$ cat src/rtl/pause_anchor_tracker_defines.svh
// assertion macros for the pause anchor tracker
// used by the top level; expects clk and arst_n in the including scope
`ifndef PAUSE_ANCHOR_TRACKER_DEFINES_SVH
`define PAUSE_ANCHOR_TRACKER_DEFINES_SVH
`ifndef SYNTHESIS
// same-cycle implication
`define PAT_ASSERT_IMP(lbl, ante, cons, msg) \
	lbl: assert property (@(posedge clk) disable iff (!arst_n) (ante) |-> (cons)) \
		else $error(msg);
// next-cycle implication
`define PAT_ASSERT_NXT(lbl, ante, cons, msg) \
	lbl: assert property (@(posedge clk) disable iff (!arst_n) (ante) |=> (cons)) \
		else $error(msg);
`else
`define PAT_ASSERT_IMP(lbl, ante, cons, msg)
`define PAT_ASSERT_NXT(lbl, ante, cons, msg)
`endif
`endif

$ cat src/rtl/pat_pkg.sv
// shared types and constants of the pause anchor tracker
// no dependencies
package pat_pkg;

	localparam int REG_W             = 24;
	localparam int LEN_W             = 16;
	localparam int MODE_W            = 2;
	localparam int APB_ADDR_W        = 4;
	localparam int APB_DATA_W        = 32;
	localparam int MAX_ANCHORS_DEF   = 512;
	localparam int POSITION_BITS_DEF = 24;

	localparam logic [MODE_W-1:0] MODE_BLOCK   = 2'd0;
	localparam logic [MODE_W-1:0] MODE_SNAP    = 2'd1;
	localparam logic [MODE_W-1:0] MODE_RESTART = 2'd2;

	localparam logic [1:0] REG_ANCHOR_SLACK = 2'd0;
	localparam logic [1:0] REG_SNAP_SLACK   = 2'd1;
	localparam logic [1:0] REG_RESUME_QUIET = 2'd2;
	localparam logic [1:0] REG_CEILING      = 2'd3;

	typedef enum logic [1:0] {
		ST_IDLE,
		ST_SCAN,
		ST_APPLY
	} st_t;

	typedef struct packed {
		logic [MODE_W-1:0] mode;
		logic [LEN_W-1:0]  block_length;
		logic              loud;
		logic [REG_W-1:0]  query_position;
	} req_t;

	typedef struct packed {
		logic [REG_W-1:0] snapped_position;
		logic [LEN_W-1:0] taken_length;
		logic             clamped;
		logic             anchor_added;
	} rsp_t;

	typedef struct packed {
		logic init;
		logic cmp;
	} snap_ctl_t;

endpackage

$ cat src/rtl/pat_snap_unit.sv
// nearest-anchor search for snap requests, one anchor per cycle
// depends on pat_pkg
module pat_snap_unit #(
	parameter int POSITION_BITS = pat_pkg::POSITION_BITS_DEF
) (
	input  logic                        clk,
	input  pat_pkg::snap_ctl_t          ctl,
	input  logic [pat_pkg::REG_W-1:0]   query,
	input  logic [pat_pkg::REG_W-1:0]   snap_slack,
	input  logic [POSITION_BITS-1:0]    rd_data,
	input  logic [POSITION_BITS-1:0]    turn_length,
	output logic [pat_pkg::REG_W-1:0]   snapped
);

	localparam int W = (POSITION_BITS > pat_pkg::REG_W) ? POSITION_BITS : pat_pkg::REG_W;

	logic [W-1:0] query_q;
	logic [W-1:0] best_q;
	logic [W:0]   gap_q;

	logic [W-1:0] q_w;
	logic [W:0]   slack_p1;
	logic [W-1:0] a_w;
	logic [W:0]   a_diff;
	logic [W-1:0] a_gap;
	logic [W-1:0] t_w;
	logic [W:0]   t_diff;
	logic [W-1:0] t_gap;
	logic [W-1:0] result;

	always_comb begin
		q_w      = W'(query);
		slack_p1 = {1'b0, W'(snap_slack)} + (W+1)'(1);
		a_w      = W'(rd_data);
		a_diff   = {1'b0, a_w} - {1'b0, query_q};
		a_gap    = a_diff[W] ? (query_q - a_w) : a_diff[W-1:0];
		t_w      = W'(turn_length);
		t_diff   = {1'b0, t_w} - {1'b0, query_q};
		t_gap    = t_diff[W] ? (query_q - t_w) : t_diff[W-1:0];
		// turn end wins only when strictly nearer
		result   = ({1'b0, t_gap} < gap_q) ? t_w : best_q;
		snapped  = result[pat_pkg::REG_W-1:0];
	end

	always_ff @(posedge clk) begin
		if (ctl.init) begin
			query_q <= q_w;
			// anchor 0 always sits at sample zero, its gap is the query itself
			if ({1'b0, q_w} < slack_p1) begin
				best_q <= '0;
				gap_q  <= {1'b0, q_w};
			end else begin
				best_q <= q_w;
				gap_q  <= slack_p1;
			end
		end else if (ctl.cmp && ({1'b0, a_gap} < gap_q)) begin
			best_q <= a_w;
			gap_q  <= {1'b0, a_gap};
		end
	end

endmodule

$ cat config.mk
export PLATFORM = sky130hd
export DESIGN_NAME = pat_snap_unit
export DESIGN_NICKNAME = d
export VERILOG_FILES = /design/src/rtl/pause_anchor_tracker_defines.svh /design/src/rtl/pat_pkg.sv /design/src/rtl/pat_snap_unit.sv
export SDC_FILE = /design/constraint.sdc
export NUM_CORES = 1
export LEC_CHECK = 0
export ABC_CLOCK_PERIOD_IN_PS = 11250
export BUFFER_PORTS_ARGS = -buffer_cell sky130_fd_sc_hd__clkbuf_2
export CAP_MARGIN = 20
export CORE_UTILIZATION = 55
export CTS_BUF_LIST = sky130_fd_sc_hd__clkbuf_16
export DETAILED_ROUTE_END_ITERATION = 8
export PLACE_DENSITY = 0.82
export SLEW_MARGIN = 15
export SYNTH_ARGS = -nofsm -noshare
export SYNTH_HDL_FRONTEND = slang
export SYNTH_SLANG_ARGS = --single-unit
$ cat constraint.sdc
create_clock -name clk -period 11.25 [get_ports clk]
set_input_delay 2.25 -clock clk [delete_from_list [all_inputs] [get_ports clk]]
set_output_delay 2.25 -clock clk [all_outputs]
set_load 0.01 [all_outputs]
Word-level counts from Yosys, hierarchy flattened
Cells that the tools add are included.
{"block": "classes", "reduce_logical": 2, "n_addsub": 5, "n_mux": 9, "bitwise": 0, "shift": 0, "n_mul": 0, "div": 0, "eq_ne": 0, "n_lt_le_gt_ge": 3}
{"operator": "2-to-1 mux 24 bit", "count": 6}
{"operator": "< comparator 24 x 25 -> 1 bit", "count": 3}
{"operator": "2-to-1 mux 25 bit", "count": 3}
{"operator": "subtractor 24 x 24 -> 25 bit", "count": 2}
{"operator": "subtractor 24 bit", "count": 2}
{"operator": "adder 24 x 1 -> 25 bit (second input constant)", "count": 1}
{"operator": "nonzero test 2 bit", "count": 1}
{"operator": "logical AND 1 bit", "count": 1}
{"block": "word_totals", "ramBits": 0, "inputBits": 99, "elab_cells": 22, "mem_bits_ro": 0, "out_inout_bits": 24, "memories": 0, "latchBits": 0, "register_bits": 73}

Longest topological paths before layout
{"block": "depth", "depth_word": 6, "ltp_mapped": 26, "ltp_nobuf": 23}

Worst setup path after synthesis
Ideal clock, no wire load.
{"block": "synth_path", "kind": "input port to output port", "startpoint": "input turn_length[0]", "endpoint": "output snapped[10] in the netlist's numbering", "cell_stages": 21, "required_time_ns": 9.000, "t_arrival_ns": 6.538, "path_buffers": 2, "path_slack_ns": 2.462, "cell_sequence": "inv_1 -> ha_1 -> inv_1 -> fa_1 -> a21oi_1 -> o211ai_1 -> and4_1 -> o21ai_1 -> and2_1 -> buf_2 -> mux2_2 -> a221oi_1 -> o21ai_1 -> xor2_1 -> ha_1 -> a21oi_1 -> a2111oi_0 -> o21ai_0 -> o21ai_1 -> clkbuf_1 -> mux2_2"}
{"block": "synth_via", "elab_chain_cells": 4, "word_cells_on_any_way": 5, "classes_between": "add/sub (2); order compare (1); mux (2)"}
{"element": "from (decl)", "line_no": "pat_snap_unit.sv:11", "rtl": "input logic [POSITION_BITS-1:0] turn_length,"}
{"element": "subtractor 24 x 24 -> 25 bit / subtractor 24 bit (equally long branches)", "line_no": "pat_snap_unit.sv:38, pat_snap_unit.sv:39"}
{"element": "2-to-1 mux 24 bit *", "line_no": "pat_snap_unit.sv:39", "rtl": "t_gap = t_diff[W] ? (query_q - t_w) : t_diff[W-1:0];"}
{"element": "< comparator 24 x 25 -> 1 bit *", "line_no": "pat_snap_unit.sv:41", "rtl": "result = ({1'b0, t_gap} < gap_q) ? t_w : best_q;"}
{"element": "2-to-1 mux 24 bit *", "line_no": "pat_snap_unit.sv:41"}
{"element": "to (decl)", "line_no": "pat_snap_unit.sv:12", "rtl": "output logic [pat_pkg::REG_W-1:0] snapped"}
Mark *: on every way between the ends. The rest lies on a longest branch, timed or not.

Worst setup path in the final report
{"block": "layout_path", "startpoint": "input turn_length[19]", "endpoint": "output snapped[2] in the netlist's numbering"}
Same word-level chain as after synthesis.

==> results.cfg <==
[placement]
pre_cts_ws_ns = 1.33
port_buffers = 122
gp_congestion = 0.964
dp_hpwl_microns = 24300
place_inst = 1515

[cts]
cts.sinks = 73
cts_resized = 0
clk_latency_ns = 0.35
hold_buffers = 0
cts.clk_slew.worst_paths_ns = 0.06
cts_tree = yes
numCtsBuffers = 9
cts.path.max_buffers = 2
htree_levels = 3
cts_setup_buffers = 0
cts-root-buf = clkbuf_16

[layout]
mostFrequentLayoutCells = ha_1, clkbuf_2, a21oi_1
regArea_sq_um = 2190
fillCellCount = 1618
syn_to_final_growth_pct = 9.72
final_common_cell = ha_1
finalNonFillerCells = 1530
drive_above_1_share = 0.161
multi_input_area_sq_um = 7260
finalNetCount = 1564
diodes = 0
final_core_util = 0.617

[power_and_ir_drop]
p_sw_mw = 0.610
ir_drop_mv = 0.0842
combPwrFrac = 0.549
power_leakage_nw = 5.22
p_seq_frac = 0.255
switching_share = 0.415
p_per_area_nw_per_um2 = 132
internal_power_mw = 0.861
p_clk_frac = 0.196

[route]
wl_per_cell_microns = 19.3
drt-total-wl_microns = 29500
via_count = 9497
drcViolationCount = 0
drtIter0Drc = 920
firstDrtPassIters = 5
route.detailed.vias_per_inst = 6.21
ant_nets = 0

[sta]
maxSlewViolCount = 0
finalHoldViolCount = 0
fin_skew_ns = 0.0102
min_period_ns = 10.07
fin_setup_tns_ns = 0
clock.fmax_ghz = 0.0993
worstMarginPinSlew_ns = 0.913
grt_setup_unrepaired = no
slew_headroom = 0.391
worst_slack_ns = 1.18
hold_slack_ns = 0.879
min_period_over_period = 0.895
setup_viol = 0

[setup_path]
cp.required_ns = 9.00
worstSetupPathType = in -> out
r2r_slack_ns = 4.38
reg2reg_depth = 21
crit_path_frequent_cell = a21oi_1
cp_cell_sequence = clkbuf_2, inv_1, ha_1, a21oi_1, o21ai_0, a221oi_1, nand2_1, buf_4, mux2i_1, nand4_1, a21oi_1, xnor2_1, ha_1, a21o_1, a21o_1, a21oi_1, nor2b_1, o21ai_0, nand2b_1, a21oi_1, o21ai_2, buf_4, mux2_2, clkbuf_2
cp_num_buf_inv = 5
cp.arrival_ns = 7.82
rr_endpoint = best_q[6]
cp_top_family = compound AO/OA/AOI/OAI gates
setup.worst_path.end_class = output pin
cp_max_fo = 16
r2r-start = query_q[1]
startpoint_type = primary input
slowest_delay_ns = 0.82
slowest_stage = a221oi_1

[logic_synthesis]
synth-edff-count = 73
ys_seq_elements = 73
ys_seq_area_frac = 0.216
yosys.area.top_type = edfxtp_1
synth_ff_type = edfxtp_1
synth_top_area_frac = 0.216
syn_nets = 1483
synthCells = 1216
netlist_area_sq_um = 10100
synth_warnings = 0
ys_async_sr_fraction = 0
synth_area_per_cell_sq_um = 8.34
synth.area.top_cells = edfxtp_1, ha_1, a21oi_1
synth.distinct_cells = 81

[min_path]
whs_endpoint = gap_q[0]
holdCritPathClass = reg -> reg
hold_start = query_q[0]
hold_depth = 2

[global_routing]
grt_overflow = 0
track_usage = 0.315
antenna_found_initial = 0
grt_pass1_vias = 8781
grt_max_degree = 72
grt_pass1_wl_microns = 45500

[floorplan]
die_h_microns = 138
die_width_microns = 138
core_sq_um = 18000
dieArea_sq_um = 19000
start_util = 0.563
row_count = 49
ios = 123

[run_status]
status = finished clean

[flow_run]
cap_violations = 0
[cell type report]
cell class / count / area share
Multi-Input combinational cell: 967 / 0.652
Inverter: 117 / 0.0395
Tap cell: 229 / 0.0258
Timing Repair Buffer: 129 / 0.0598
Clock buffer: 9 / 0.0202
Clock inverter: 6 / 0.00540
Sequential cell: 73 / 0.197
[synthesized netlist by cell type (4+ instances only)]
| cell type | n |
|---|---|
| clkbuf_1 | 29 |
| a2111oi_0 | 4 |
| xnor2_1 | 32 |
| a221oi_1 | 4 |
| nand4_1 | 22 |
| o211ai_1 | 13 |
| a21oi_1 | 120 |
| a211oi_1 | 7 |
| nor2_1 | 72 |
| nor2b_1 | 13 |
| mux2i_1 | 20 |
| and4_1 | 8 |
| o21a_1 | 14 |
| nand2b_1 | 7 |
| o21bai_1 | 17 |
| fa_1 | 4 |
| o21ai_1 | 5 |
| ha_1 | 164 |
| nor3_1 | 14 |
| nand3_1 | 46 |
| buf_2 | 23 |
| a21boi_0 | 8 |
| o21ai_0 | 86 |
| xor2_1 | 30 |
| and3_1 | 9 |
| nor4_1 | 5 |
| a31oi_1 | 14 |
| edfxtp_1 | 73 |
| a21o_1 | 42 |
| and2_1 | 8 |
| inv_1 | 117 |
| nand2_1 | 70 |
| mux2_2 | 48 |
[through the flow]
stage / total power, mW / cell area [sq um]
2_1_floorplan: 0.946 / 10100
3_3_place_gp: 1.15 / 10800
3_5_place_dp: 1.17 / 10800
4_1_cts: 1.46 / 11100
5_1_grt: 1.57 / 11100
6_report: 1.47 / 11100
[how the worst max path moves through the flow]
| stage | slack (ns) | end | startpoint | cells past startpoint |
|---|---|---|---|---|
| 2_1_floorplan | 2.46 | snapped[10] | turn_length[0] | 21 |
| 3_3_place_gp | 1.40 | snapped[6] | turn_length[19] | 21 |
| 3_5_place_dp | 1.33 | snapped[2] | turn_length[19] | 20 |
| 4_1_cts | 1.31 | snapped[2] | turn_length[19] | 24 |
| 5_1_grt | 0.80 | snapped[2] | turn_length[19] | 24 |
| 6_report | 1.18 | snapped[2] | turn_length[19] | 24 |
[cells by family (layout without fill, tap and decap cells)]
kind of cell	after synthesis	count (layout)	synth area share
AOI/OAI and AO/OA	371	371	0.229
xor gates and xnor gates	62	62	0.0536
adders and majority gates	168	168	0.210
buffers and inverters	176	261	0.0711
DFF	73	73	0.216
muxes	68	68	0.0731
other	1	1	0.000370
and+or+nand+nor	297	297	0.147
[flip-flops by register name, indices dropped and copies added, names as in the netlist]
| signal | cells |
|---|---|
| best_q | 24 |
| gap_q | 25 |
| query_q | 24 |
[worst reg2reg max path, cell delays in order (launching register included)]
cell      delay, ns
edfxtp_1       0.52
inv_1          0.23
fa_1           0.49
a21oi_1        0.21
o211ai_1       0.16
a21oi_2        0.30
or4_4          0.21
nand3_2        0.70
or4b_1         0.80
and3b_1        0.21
or2_1          0.21
ha_1           0.18
a21o_1         0.17
a21o_1         0.17
a21o_1         0.18
a21o_1         0.17
a21oi_1        0.13
nor2_1         0.06
a211oi_1       0.28
a211oi_1       0.17
o21bai_4       0.39
buf_4          0.53
[routing by layer]
layer  share of wire  GRT usage  wire length [microns]  vias to the layer above
met3           0.088     0.0434                   2600                       52
met4           0.021     0.0845                    618                        0
met5               0          0                      0                        -
met2            0.44      0.485                  12900                      425
met1            0.45      0.458                  13300                     4458
li1                -          -                      -                     4562
[power groups by stage]
stage	logic [mW]	clock network, mW	registers (mW)
final	0.808	0.288	0.375
after floorplan	0.574	0	0.372
after detailed placement	0.789	0	0.380
after global placement	0.771	0	0.378
after CTS	0.795	0.289	0.374
after global routing	0.890	0.298	0.379
Note: power is estimated with default switching activity, not from simulation.
